**config.mk**
```make
export PLATFORM = sky130hd
export DESIGN_NAME = tagged_assoc_cache_random_replace
export DESIGN_NICKNAME = d
export VERILOG_FILES = /design/src/hdl/tacrr_pkg.sv /design/src/hdl/tagged_assoc_cache_random_replace.sv /design/src/hdl/tacrr_ctrl.sv /design/src/hdl/tacrr_dp.sv
export SDC_FILE = /design/constraint.sdc
export NUM_CORES = 2
export LEC_CHECK = 0
export BUFFER_PORTS_ARGS = -buffer_cell sky130_fd_sc_hd__clkbuf_2
export CAP_MARGIN = 20
export CORE_MARGIN = 2
export CORE_UTILIZATION = 60
export DETAILED_ROUTE_END_ITERATION = 10
export GPL_TIMING_DRIVEN = 1
export HOLD_SLACK_MARGIN = 0.12
export MAX_ROUTING_LAYER = met4
export PLACE_DENSITY = 0.77
export SLEW_MARGIN = 20
export SYNTH_ARGS = -nofsm -noshare
export SYNTH_HDL_FRONTEND = slang
export SYNTH_SLANG_ARGS = --single-unit
```
**constraint.sdc**
```tcl
create_clock -name clk_i -period 21 [get_ports clk_i]
set_input_delay 2.1 -clock clk_i [delete_from_list [all_inputs] [get_ports clk_i]]
set_output_delay 2.1 -clock clk_i [all_outputs]
set_load 0.02 [all_outputs]
```
**src/hdl/tacrr_pkg.sv**
```systemverilog
package tacrr_pkg;

  // geometry
  localparam int unsigned ENTRIES   = 16;
  localparam int unsigned KEY_BITS  = 64;
  localparam int unsigned DATA_BITS = 64;
  localparam int unsigned IDX_W     = $clog2(ENTRIES);
  localparam int unsigned CNT_W     = $clog2(ENTRIES + 1);
  localparam int unsigned SLOT_W    = 4;

  // victim lfsr
  localparam int unsigned    LFSR_W     = 16;
  localparam logic [15:0]    SEED_RESET = 16'd44257;
  localparam logic [15:0]    LFSR_TAPS  = 16'hB400;
  // floor(2^32 / ENTRIES), used for the modulo by reciprocal
  localparam logic [31:0]    RECIP      = 32'((64'd1 << 32) / ENTRIES);

  // action codes
  localparam logic [1:0] ACT_ADD    = 2'd0;
  localparam logic [1:0] ACT_LOOKUP = 2'd1;
  localparam logic [1:0] ACT_UPDATE = 2'd2;

  // controller to datapath commands
  typedef struct packed {
    logic load;   // latch the incoming item, restart the scan
    logic rd;     // read the slot under the scan counter
    logic step;   // advance lfsr, start the victim modulo
    logic rem;    // finish the victim modulo
    logic wb;     // write back and load the result register
  } tacrr_cmd_t;

  // datapath to controller status
  typedef struct packed {
    logic last_rd;      // scan counter sits on the last slot
    logic need_victim;  // add found no free slot
    logic out_free;     // result register can take a new item
  } tacrr_sts_t;

  // one galois step, right shift
  function automatic logic [15:0] lfsr_next(input logic [15:0] v);
    logic [15:0] s;
    s = v >> 1;
    if (v[0]) begin
      s = s ^ LFSR_TAPS;
    end
    return s;
  endfunction

endpackage

```
**src/hdl/tagged_assoc_cache_random_replace.sv**
```systemverilog
// channel   | dir | handshake             | contents
// s_axis    | in  | tvalid/tready         | tdata: action, key, payload; tuser: kind
// m_axis    | out | tvalid/tready         | tdata: slot, read_data; tuser: status
// cfg       | in  | cfg_valid/cfg_ready   | cfg_data: random_seed
//
// After accept the controller loads the item, scans the slots, passes the last-slot state and writes back;
// an add into a full cache first takes an lfsr step and the victim modulo, then returns to idle.
// The slot scan makes one memory read per cycle, with the compare in the cycle after each read.
// Reset clears all valid bits and loads the lfsr with the reset seed.
// A new item is accepted while a result waits on m_axis; write-back stalls
// only when the result register is still full.
module tagged_assoc_cache_random_replace (
  input  logic         clk_i,
  input  logic         rst_ni,
  // input items
  input  logic         s_axis_tvalid,
  output logic         s_axis_tready,
  input  logic [135:0] s_axis_tdata,   // action[1:0], key[65:2], payload[129:66], zero
  input  logic         s_axis_tuser,   // kind
  // result items
  output logic         m_axis_tvalid,
  input  logic         m_axis_tready,
  output logic [71:0]  m_axis_tdata,   // slot[3:0], read_data[67:4], zero
  output logic         m_axis_tuser,   // status
  // seed register
  input  logic         cfg_valid_i,
  output logic         cfg_ready_o,
  input  logic [15:0]  cfg_data_i
);

  tacrr_pkg::tacrr_cmd_t cmd;
  tacrr_pkg::tacrr_sts_t sts;
  logic                  status;
  logic [3:0]            slot;
  logic [63:0]           read_data;

  assign cfg_ready_o = 1'b1;

  tacrr_ctrl u_ctrl (
    .clk_i      (clk_i),
    .rst_ni     (rst_ni),
    .in_valid_i (s_axis_tvalid),
    .in_ready_o (s_axis_tready),
    .sts_i      (sts),
    .cmd_o      (cmd)
  );

  tacrr_dp u_dp (
    .clk_i       (clk_i),
    .rst_ni      (rst_ni),
    .cmd_i       (cmd),
    .sts_o       (sts),
    .action_i    (s_axis_tdata[1:0]),
    .key_i       (s_axis_tdata[65:2]),
    .kind_i      (s_axis_tuser),
    .payload_i   (s_axis_tdata[129:66]),
    .seed_we_i   (cfg_valid_i && cfg_ready_o),
    .seed_i      (cfg_data_i),
    .out_valid_o (m_axis_tvalid),
    .out_ready_i (m_axis_tready),
    .status_o    (status),
    .slot_o      (slot),
    .read_data_o (read_data)
  );

  // pack result item
  assign m_axis_tdata = {4'd0, read_data, slot};
  assign m_axis_tuser = status;

  // an accepted item moves the controller out of idle
  a_accept_busy: assert property (@(posedge clk_i) disable iff (!rst_ni)
    s_axis_tvalid && s_axis_tready |=> !s_axis_tready)
    else $error("input still ready after accepting an item");

  // at most one datapath command per cycle
  a_cmd_onehot: assert property (@(posedge clk_i) disable iff (!rst_ni)
    $onehot0({cmd.load, cmd.rd, cmd.step, cmd.rem, cmd.wb}))
    else $error("overlapping datapath commands");

  // a not-found result carries zero slot and zero data
  a_miss_zero: assert property (@(posedge clk_i) disable iff (!rst_ni)
    m_axis_tvalid && m_axis_tuser |-> (slot == 4'd0) && (read_data == 64'd0))
    else $error("not-found result with nonzero slot or data");

  // a result is only loaded by write-back
  a_out_from_wb: assert property (@(posedge clk_i) disable iff (!rst_ni)
    $rose(m_axis_tvalid) |-> $past(cmd.wb))
    else $error("result appeared without write-back");

endmodule

```
**src/hdl/tacrr_ctrl.sv**
```systemverilog
module tacrr_ctrl (
  input  logic               clk_i,
  input  logic               rst_ni,
  input  logic               in_valid_i,
  output logic               in_ready_o,
  input  tacrr_pkg::tacrr_sts_t sts_i,
  output tacrr_pkg::tacrr_cmd_t cmd_o
);

  localparam logic [2:0] ST_IDLE = 3'd0;
  localparam logic [2:0] ST_SCAN = 3'd1;
  localparam logic [2:0] ST_LAST = 3'd2;
  localparam logic [2:0] ST_STEP = 3'd3;
  localparam logic [2:0] ST_REM  = 3'd4;
  localparam logic [2:0] ST_WB   = 3'd5;

  logic [2:0] state_q, state_d;

  // next state and commands
  always_comb begin
    state_d = state_q;
    cmd_o   = '0;
    unique case (state_q)
      ST_IDLE: begin
        if (in_valid_i) begin
          cmd_o.load = 1'b1;
          state_d    = ST_SCAN;
        end
      end
      ST_SCAN: begin
        cmd_o.rd = 1'b1;
        if (sts_i.last_rd) begin
          state_d = ST_LAST;
        end
      end
      ST_LAST: begin
        state_d = sts_i.need_victim ? ST_STEP : ST_WB;
      end
      ST_STEP: begin
        cmd_o.step = 1'b1;
        state_d    = ST_REM;
      end
      ST_REM: begin
        cmd_o.rem = 1'b1;
        state_d   = ST_WB;
      end
      ST_WB: begin
        if (sts_i.out_free) begin
          cmd_o.wb = 1'b1;
          state_d  = ST_IDLE;
        end
      end
      default: begin
        state_d = ST_IDLE;
      end
    endcase
  end

  assign in_ready_o = (state_q == ST_IDLE);

  // state register
  always_ff @(posedge clk_i or negedge rst_ni) begin
    if (!rst_ni) begin
      state_q <= ST_IDLE;
    end else begin
      state_q <= state_d;
    end
  end

endmodule

```
**src/hdl/tacrr_dp.sv**
```systemverilog
module tacrr_dp (
  input  logic                  clk_i,
  input  logic                  rst_ni,
  input  tacrr_pkg::tacrr_cmd_t cmd_i,
  output tacrr_pkg::tacrr_sts_t sts_o,
  // incoming item
  input  logic [1:0]            action_i,
  input  logic [63:0]           key_i,
  input  logic                  kind_i,
  input  logic [63:0]           payload_i,
  // seed write
  input  logic                  seed_we_i,
  input  logic [15:0]           seed_i,
  // result register
  output logic                  out_valid_o,
  input  logic                  out_ready_i,
  output logic                  status_o,
  output logic [3:0]            slot_o,
  output logic [63:0]           read_data_o
);

  localparam int unsigned KB = tacrr_pkg::KEY_BITS;
  localparam int unsigned DB = tacrr_pkg::DATA_BITS;
  localparam int unsigned IW = tacrr_pkg::IDX_W;
  localparam int unsigned CW = tacrr_pkg::CNT_W;

  // slot memories
  logic [KB-1:0] key_mem  [tacrr_pkg::ENTRIES];
  logic          kind_mem [tacrr_pkg::ENTRIES];
  logic [DB-1:0] pay_mem  [tacrr_pkg::ENTRIES];

  logic [tacrr_pkg::ENTRIES-1:0] valid_q;
  logic [15:0]   lfsr_q;
  logic [CW-1:0] cnt_q;
  logic          rd_pend_q;
  logic          found_q;
  logic          out_valid_q;

  // item and scan payload registers
  logic [1:0]    act_q;
  logic [KB-1:0] key_q;
  logic          kind_q;
  logic [DB-1:0] data_q;
  logic [IW-1:0] rd_idx_q;
  logic          rd_vbit_q;
  logic [KB-1:0] key_rd_q;
  logic          kind_rd_q;
  logic [DB-1:0] pay_rd_q;
  logic [IW-1:0] idx_q;
  logic [DB-1:0] rdat_q;
  logic [47:0]   prod_q;
  logic          status_q;
  logic [3:0]    slot_q;
  logic [63:0]   rdata_out_q;

  logic [IW-1:0] addr;
  logic          is_add;
  logic          hit;
  logic          ok;
  logic [15:0]   lfsr_adv;
  logic [15:0]   quo;
  logic [32:0]   rem_full;
  logic [IW:0]   rem;
  logic [IW:0]   rem_adj;
  logic [IW+3:0] idx_ext;

  assign addr   = cnt_q[IW-1:0];
  assign is_add = (act_q == tacrr_pkg::ACT_ADD);

  // compare stage: first free slot for add, first key and kind match for lookup and update
  always_comb begin
    hit = 1'b0;
    if (rd_pend_q && !found_q) begin
      if (is_add) begin
        hit = !rd_vbit_q;
      end else if (act_q == tacrr_pkg::ACT_LOOKUP || act_q == tacrr_pkg::ACT_UPDATE) begin
        hit = rd_vbit_q && (key_rd_q == key_q) && (kind_rd_q == kind_q);
      end
    end
  end

  // victim modulo by reciprocal, one correction
  assign lfsr_adv = tacrr_pkg::lfsr_next(lfsr_q);
  assign quo      = prod_q[47:32];
  assign rem_full = 33'(lfsr_q) - 33'(quo) * 33'(tacrr_pkg::ENTRIES);
  assign rem      = rem_full[IW:0];
  assign rem_adj  = (rem >= (IW+1)'(tacrr_pkg::ENTRIES)) ?
                    rem - (IW+1)'(tacrr_pkg::ENTRIES) : rem;

  // write-back outcome
  assign ok      = is_add || found_q;
  assign idx_ext = (IW+4)'(idx_q);

  assign sts_o.last_rd     = (cnt_q == CW'(tacrr_pkg::ENTRIES - 1));
  assign sts_o.need_victim = is_add && !(found_q || hit);
  assign sts_o.out_free    = !out_valid_q || out_ready_i;

  // control registers
  always_ff @(posedge clk_i or negedge rst_ni) begin
    if (!rst_ni) begin
      valid_q     <= '0;
      lfsr_q      <= tacrr_pkg::SEED_RESET;
      cnt_q       <= '0;
      rd_pend_q   <= 1'b0;
      found_q     <= 1'b0;
      out_valid_q <= 1'b0;
    end else begin
      rd_pend_q <= cmd_i.rd;
      if (cmd_i.load) begin
        cnt_q   <= '0;
        found_q <= 1'b0;
      end else begin
        if (cmd_i.rd) begin
          cnt_q <= cnt_q + CW'(1);
        end
        if (hit) begin
          found_q <= 1'b1;
        end
      end
      if (seed_we_i) begin
        lfsr_q <= (seed_i == 16'd0) ? 16'd1 : seed_i;
      end else if (cmd_i.step) begin
        lfsr_q <= lfsr_adv;
      end
      if (cmd_i.wb && is_add) begin
        valid_q[idx_q] <= 1'b1;
      end
      if (cmd_i.wb) begin
        out_valid_q <= 1'b1;
      end else if (out_ready_i) begin
        out_valid_q <= 1'b0;
      end
    end
  end

  // memories: one read port for the scan, one write port for write-back
  always_ff @(posedge clk_i) begin
    if (cmd_i.rd) begin
      key_rd_q  <= key_mem[addr];
      kind_rd_q <= kind_mem[addr];
      pay_rd_q  <= pay_mem[addr];
    end
    if (cmd_i.wb && is_add) begin
      key_mem[idx_q]  <= key_q;
      kind_mem[idx_q] <= kind_q;
    end
    if (cmd_i.wb && ok && (is_add || act_q == tacrr_pkg::ACT_UPDATE)) begin
      pay_mem[idx_q] <= data_q;
    end
  end

  // payload registers
  always_ff @(posedge clk_i) begin
    if (cmd_i.load) begin
      act_q  <= action_i;
      key_q  <= key_i[KB-1:0];
      kind_q <= kind_i;
      data_q <= payload_i[DB-1:0];
    end
    if (cmd_i.rd) begin
      rd_idx_q  <= addr;
      rd_vbit_q <= valid_q[addr];
    end
    if (hit) begin
      idx_q  <= rd_idx_q;
      rdat_q <= pay_rd_q;
    end else if (cmd_i.rem) begin
      idx_q <= rem_adj[IW-1:0];
    end
    if (cmd_i.step) begin
      prod_q <= lfsr_adv * tacrr_pkg::RECIP;
    end
    if (cmd_i.wb) begin
      status_q    <= !ok;
      slot_q      <= ok ? idx_ext[3:0] : 4'd0;
      rdata_out_q <= (ok && act_q == tacrr_pkg::ACT_LOOKUP) ? 64'(rdat_q) : 64'd0;
    end
  end

  assign out_valid_o = out_valid_q;
  assign status_o    = status_q;
  assign slot_o      = slot_q;
  assign read_data_o = rdata_out_q;

endmodule

```
### Yosys cells after proc, flatten, opt, wreduce, memory -nomap -nowiden

Memories as Yosys holds them, arrays and structs flattened. A register that Yosys moved wholly into a read port is not among the register bits.
Index checks and enable logic that the tools add are counted.
Widths: inputs -> output; s select.

| storage, ports and cells | value |
|---|---|
| output and inout port bits | 76 |
| memories kept | 3 |
| register bits after elaboration | 321 |
| RAM bits | 2064 |
| input port bits | 158 |
| word-level logic and storage cells | 108 |

| operators by class | value |
|---|---|
| $add $sub $neg | 3 |
| reduce and logical (&&, ||, !) cells | 28 |
| mux-type cells | 36 |
| magnitude comparators | 4 |
| bitwise logic cells | 2 |
| equality and inequality tests | 13 |

Memory list:

| memory | depth | width | read ports | clocked after Yosys merged registers in | write ports | RTL line | source |
|---|---|---|---|---|---|---|---|
| u_dp.key_mem | 16 | 64 | 1 | 1 | 1 | tacrr_dp.sv:28 | `logic [KB-1:0] key_mem [tacrr_pkg::ENTRIES];` |
| u_dp.pay_mem | 16 | 64 | 1 | 1 | 1 | tacrr_dp.sv:30 | `logic [DB-1:0] pay_mem [tacrr_pkg::ENTRIES];` |
| u_dp.kind_mem | 16 | 1 | 1 | 1 | 1 | tacrr_dp.sv:29 | `logic kind_mem [tacrr_pkg::ENTRIES];` |

Operators by type and width:

| operator | count |
|---|---|
| $eq 64x64->1 | 1 |
| $mux 16 | 4 |
| $mux 1 | 20 |
| $pmux 3 s6 | 1 |
| $logic_not 16->1 | 1 |
| $or 16x16->16 | 1 |
| $mux 3 | 4 |
| $mux 4 | 3 |
| $lt 4x5->1 const B | 2 |
| $mux 5 | 2 |
| $reduce_bool 2->1 | 5 |
| $logic_and 1x1->1 | 9 |
| $eq 3x2->1 const B | 2 |
| $eq 3x3->1 const B | 2 |
| $ne 2x2->1 const B | 3 |
| $add 5x1->5 const B | 1 |
| $eq 5x4->1 const B | 1 |
| $ge 5x5->1 const B | 1 |
| $logic_not 1->1 | 5 |
| $logic_or 1x1->1 | 5 |
| $sub 5x5->5 | 1 |
| $bmux 1 s4 | 1 |
| $demux 1 s4 | 1 |
| $ge 4x1->1 const B | 1 |
| 9 further kinds | 9 |

### Depth between registers and ports, before layout

| depth | value |
|---|---|
| depth in word-level cells | 11 |
| depth in mapped cells | 9 |
| gate-level depth less buffers | 8 |

### Cells and area by module

A second synthesis with hierarchy kept.

| unflattened totals | value |
|---|---|
| cells, all modules | 3724 |
| area total of the unflattened synthesis | 93186.9 sq um |

Modules (own cells, without submodules):

| module | area each (sq um) | instances | sequential area each (sq um) | cells an instance |
|---|---|---|---|---|
| tacrr_dp | 92905.4 | 1 | 75062.0 | 3694 |
| tacrr_ctrl | 236.5 | 1 | 75.1 | 23 |
| tagged_assoc_cache_random_replace | 45.0 | 1 | 0.0 | 7 |

### Worst setup path after synthesis

Ideal clock, no wire load.

| timing path | value |
|---|---|
| kind | input-to-reg |
| from | input m_axis_tready |
| to | memory u_dp.key_mem[15][0] (netlist name) (enable) |
| setup time | 0.489 ns |
| data arrival time | 8.721 ns |
| required time | 20.511 ns |
| stages | 5 |
| slack | 11.790 ns |
| cell sequence | nand2b_1 nor2b_1 and2_1 nand3_1 nor2_1 |

RTL lines:

| element | RTL line | source |
|---|---|---|
| start: declaration | tagged_assoc_cache_random_replace.sv:22 | `input logic m_axis_tready,` |
| end: declaration | tacrr_dp.sv:28 |  |

==> impl_metrics.csv <==
group,metric,value,unit
global_routing,grt_pass1_wl,312000,um
timing,worst_slew_pin_slew,1.17,ns
setup_path,startpoint_type,"input port",
placement,place_congestion,0.766,
power_and_ir_drop,finalPower,0.0129,W
timing,rsz0062_at_grt,"false",
global_routing,antenna_found_initial,14,
synthesis,synth_cells,3686,
placement,post_dp_cell_area,96600,um^2
timing,finalHoldViolations,0,
setup_path,r2r_cells,7,
placement,hpwlAfterDp,99900,um
setup_path,cp-endpoint,"u_dp.pay_mem[11][13]$_DFFE_PP_",
synthesis,synth_ff_type,"edfxtp_1",
setup_path,r2r-end,"u_dp.pay_mem[11][13]$_DFFE_PP_",
power_and_ir_drop,pwr-share-clk,32.1,%
setup_path,endpoint_kind,"flop",
synthesis,synthArstFlopShare,1.71,%
power_and_ir_drop,ir_drop,0.129,mV
route,routed-via-count,42099,
timing,fin_crit,6.03,ns
power_and_ir_drop,leakage,33.1,nW
clock_tree,clockBufferDepth,3,
synthesis,yosysSeqAreaShare,80.9,%
cells_and_area,final_area,104000,um^2
route,drt_pass1_iterations,6,
clock_tree,clockRootBuffer,"clkbuf_16",
synthesis,yosysTopAreaCell,"edfxtp_1",
global_routing,grt_pass1_vias,43898,
synthesis,synthTopCellsByArea,"edfxtp_1, mux4_2, dfrtp_1, xor2_1, and2_1",
timing,fmax,0.166,GHz
power_and_ir_drop,internal-power,0.00950,W
synthesis,synth_seq_cells,2509,
route,drc_errors,0,
global_routing,grt_max_degree,131,
setup_path,critical_path_class,"in2reg",
clock_tree,clock_latency,0.87,ns
placement,port-buffer-count,222,
power_and_ir_drop,power_switching,0.00337,W
global_routing,met1_usage,36.9,%
clock_tree,cts_tree,"done",
clock_tree,clk_pin_slew,0.06,ns
synthesis,yosysUniqueCellTypes,48,
outcome,status,"complete, no violations",
route,wl_per_cell,34.7,um
floorplan,coreArea,154000,um^2
cells_and_area,fin_nets,4212,
floorplan,io-pin-count,234,
global_routing,top_usage_layer,"met2",
power_and_ir_drop,combPwrFrac,20.4,%
timing,maxSlewViolCount,0,
cells_and_area,drive_above_1_share,31.8,%
floorplan,die_area,158000,um^2
timing,clock_skew,0.0587,ns
synthesis,synthesis.area,92900,um^2
route,routed_wl,218000,um
synthesis,synth.avg_cell_area,25.2,um^2
hold_path,min_path_type,"reg2reg",
cells_and_area,syn2layout_area_growth,12.1,%
clock_tree,cts_setup_buffers,0,
synthesis,ys_warn_count,0,
power_and_ir_drop,powerDensity,124,nW/um^2
floorplan,die_w,397,um
setup_path,critPathArrivalTime,6.51,ns
setup_path,required,21.48,ns
global_routing,grt_usage,29.0,%
synthesis,synth_most_common_cell,"edfxtp_1",
power_and_ir_drop,seqPwrFrac,47.4,%
clock_tree,cts_resized,0,
global_routing,grtUsageMet3,5.69,%
clock_tree,cts.sinks,2509,
synthesis,synth-edff-count,2466,
setup_path,r2r_setup_slack,15.72,ns
setup_path,rr_startpoint,"u_ctrl.state_q[1]$_DFFE_PN0P_",
clock_tree,cts_made_buffers,228,
floorplan,core.rowCount,144,
floorplan,die_y,397,um
timing,fin_tns_setup,0,ns
clock_tree,cts_hold_buf,0,
global_routing,grtUsageMet2,47.0,%
route,vias_per_cell,6.69,
timing,final-setup-viol-count,0,
clock_tree,htree_levels,4,
power_and_ir_drop,swShare,26.2,%
setup_path,crit_start,"m_axis_tready",
timing,finalCritPeriodShare,28.7,%
global_routing,gr-total-overflow,0,
timing,relSlewSlack,22.0,%
synthesis,yosysTopAreaCellShare,79.7,%
route,first_iter_violations,5724,
floorplan,start_util,60.3,%
run,maxCapViolCount,0,
route,final_antenna_net_count,0,
synthesis,ys_top_cells_by_count,"edfxtp_1, mux4_2, clkbuf_1, and2_1, buf_2",
setup_path,path_max_fanout,49,
## worst min path at each step
stage	startpoint	end	depth (start not counted)
finish	u_dp.pay_rd_q[48]$_DFFE_PP_	u_dp.rdat_q[48]$_DFFE_PP_	0
CTS	u_dp.pay_rd_q[48]$_DFFE_PP_	u_dp.rdat_q[48]$_DFFE_PP_	0
global route	u_dp.pay_rd_q[48]$_DFFE_PP_	u_dp.rdat_q[48]$_DFFE_PP_	0
detailed placement	u_dp.pay_rd_q[2]$_DFFE_PP_	u_dp.rdat_q[2]$_DFFE_PP_	0
floorplan	u_dp.pay_rd_q[0]$_DFFE_PP_	u_dp.rdat_q[0]$_DFFE_PP_	0
global placement	u_dp.pay_rd_q[44]$_DFFE_PP_	u_dp.rdat_q[44]$_DFFE_PP_	0
## worst max-delay path, cell delays in order
cell and delay (ns):
clkbuf_2 0.09, nand2b_1 0.17, nor2b_4 0.68, buf_4 0.89
nor2b_1 0.35, nand3_1 0.37, nor2_4 0.94, buf_4 0.83
## cell usage in the layout, fill, tap and decap left out, types with 7 or more instances in the layout
cell / synthesis / layout
a21oi_1: 7 / 7
and2_1: 66 / 65
buf_4: 12 / 73
bufinv_16: 0 / 22
clkbuf_1: 74 / 48
clkbuf_16: 0 / 228
clkbuf_2: 0 / 222
clkinv_1: 0 / 56
clkinv_2: 0 / 43
clkinv_4: 0 / 7
clkinvlp_4: 0 / 7
dfrtp_1: 35 / 31
dfstp_2: 8 / 8
diode_2: 0 / 7
edfxtp_1: 2466 / 2466
inv_1: 19 / 18
mux2i_1: 14 / 14
mux4_2: 650 / 650
nand2_1: 32 / 32
nor2_1: 44 / 12
nor2_4: 0 / 32
nor2b_1: 9 / 8
nor4_1: 16 / 16
o21ai_0: 18 / 18
or2_2: 17 / 17
xor2_1: 53 / 53
## cell families (layout without fill, tap and decap cells)
group                      Yosys count  after routing  synth area share [%]
DFF                               2509           2509                  80.9
xor gates and xnor gates            57             57                 0.538
AOI/OAI and AO/OA                   43             43                 0.302
buffers and inverters              190            747                 0.963
and+or+nand+nor                    212            212                  1.24
other                                2             12               0.00809
adders and majority gates            5              5                0.0674
muxes                              668            668                  16.0
## power groups by stage
stage               Combinational, W  Sequential, W  Clock (W)
global placement             0.00255        0.00621          0
floorplan                    0.00204        0.00610          0
detailed placement           0.00258        0.00622          0
finish                       0.00263        0.00610    0.00413
global route                 0.00277        0.00613    0.00435
CTS                          0.00265        0.00612    0.00418
## registers in the layout (all words and copies together), names as in the netlist, 2 cells and up
signal            flops
u_dp.key_mem       1024
u_dp.pay_mem       1024
u_dp.data_q          64
u_dp.key_q           64
u_dp.key_rd_q        64
u_dp.pay_rd_q        64
u_dp.rdat_q          64
u_dp.read_data_o     64
u_dp.kind_mem        16
u_dp.lfsr_q          16
u_dp.valid_q         16
u_dp.cnt_q            5
u_dp.idx_q            4
u_dp.rd_idx_q         4
u_dp.slot_o           4
u_ctrl.state_q        3
u_dp.act_q            2
## final cells by class
class / instances / area, um^2
Antenna cell: 7 / 17.5
Clock buffer: 276 / 5890
Clock inverter: 151 / 1510
Fill cell: 8935 / 49800
Inverter: 19 / 73.8
Multi-Input combinational cell: 990 / 17100
Sequential cell: 2509 / 75200
Tap cell: 2044 / 2560
Timing Repair Buffer: 301 / 1790
## per-stage QoR
step / instances / hold WS, ns / setup WS [ns] / utilization [%]
after floorplan: 3689 / 0.400 / 11.79 / -
after global placement: 5861 / 0.402 / 14.18 / 62.8
after detailed placement: 5861 / 0.405 / 14.05 / 62.8
after CTS: 6288 / 0.414 / 15.00 / 67.6
after global routing: 6296 / 0.422 / 14.78 / 67.6
final: 6297 / 0.412 / 14.97 / 67.6
## routing by layer
| layer | part of all wire (%) | routed length (um) | up-vias |
|---|---|---|---|
| met5 | 0 | 0 | - |
| met4 | 3.7 | 8170 | 0 |
| met3 | 9.0 | 19700 | 470 |
| met2 | 52 | 114000 | 2717 |
| met1 | 35 | 77000 | 22447 |
| li1 | - | - | 16465 |
Power figures use the tool's default switching activity.
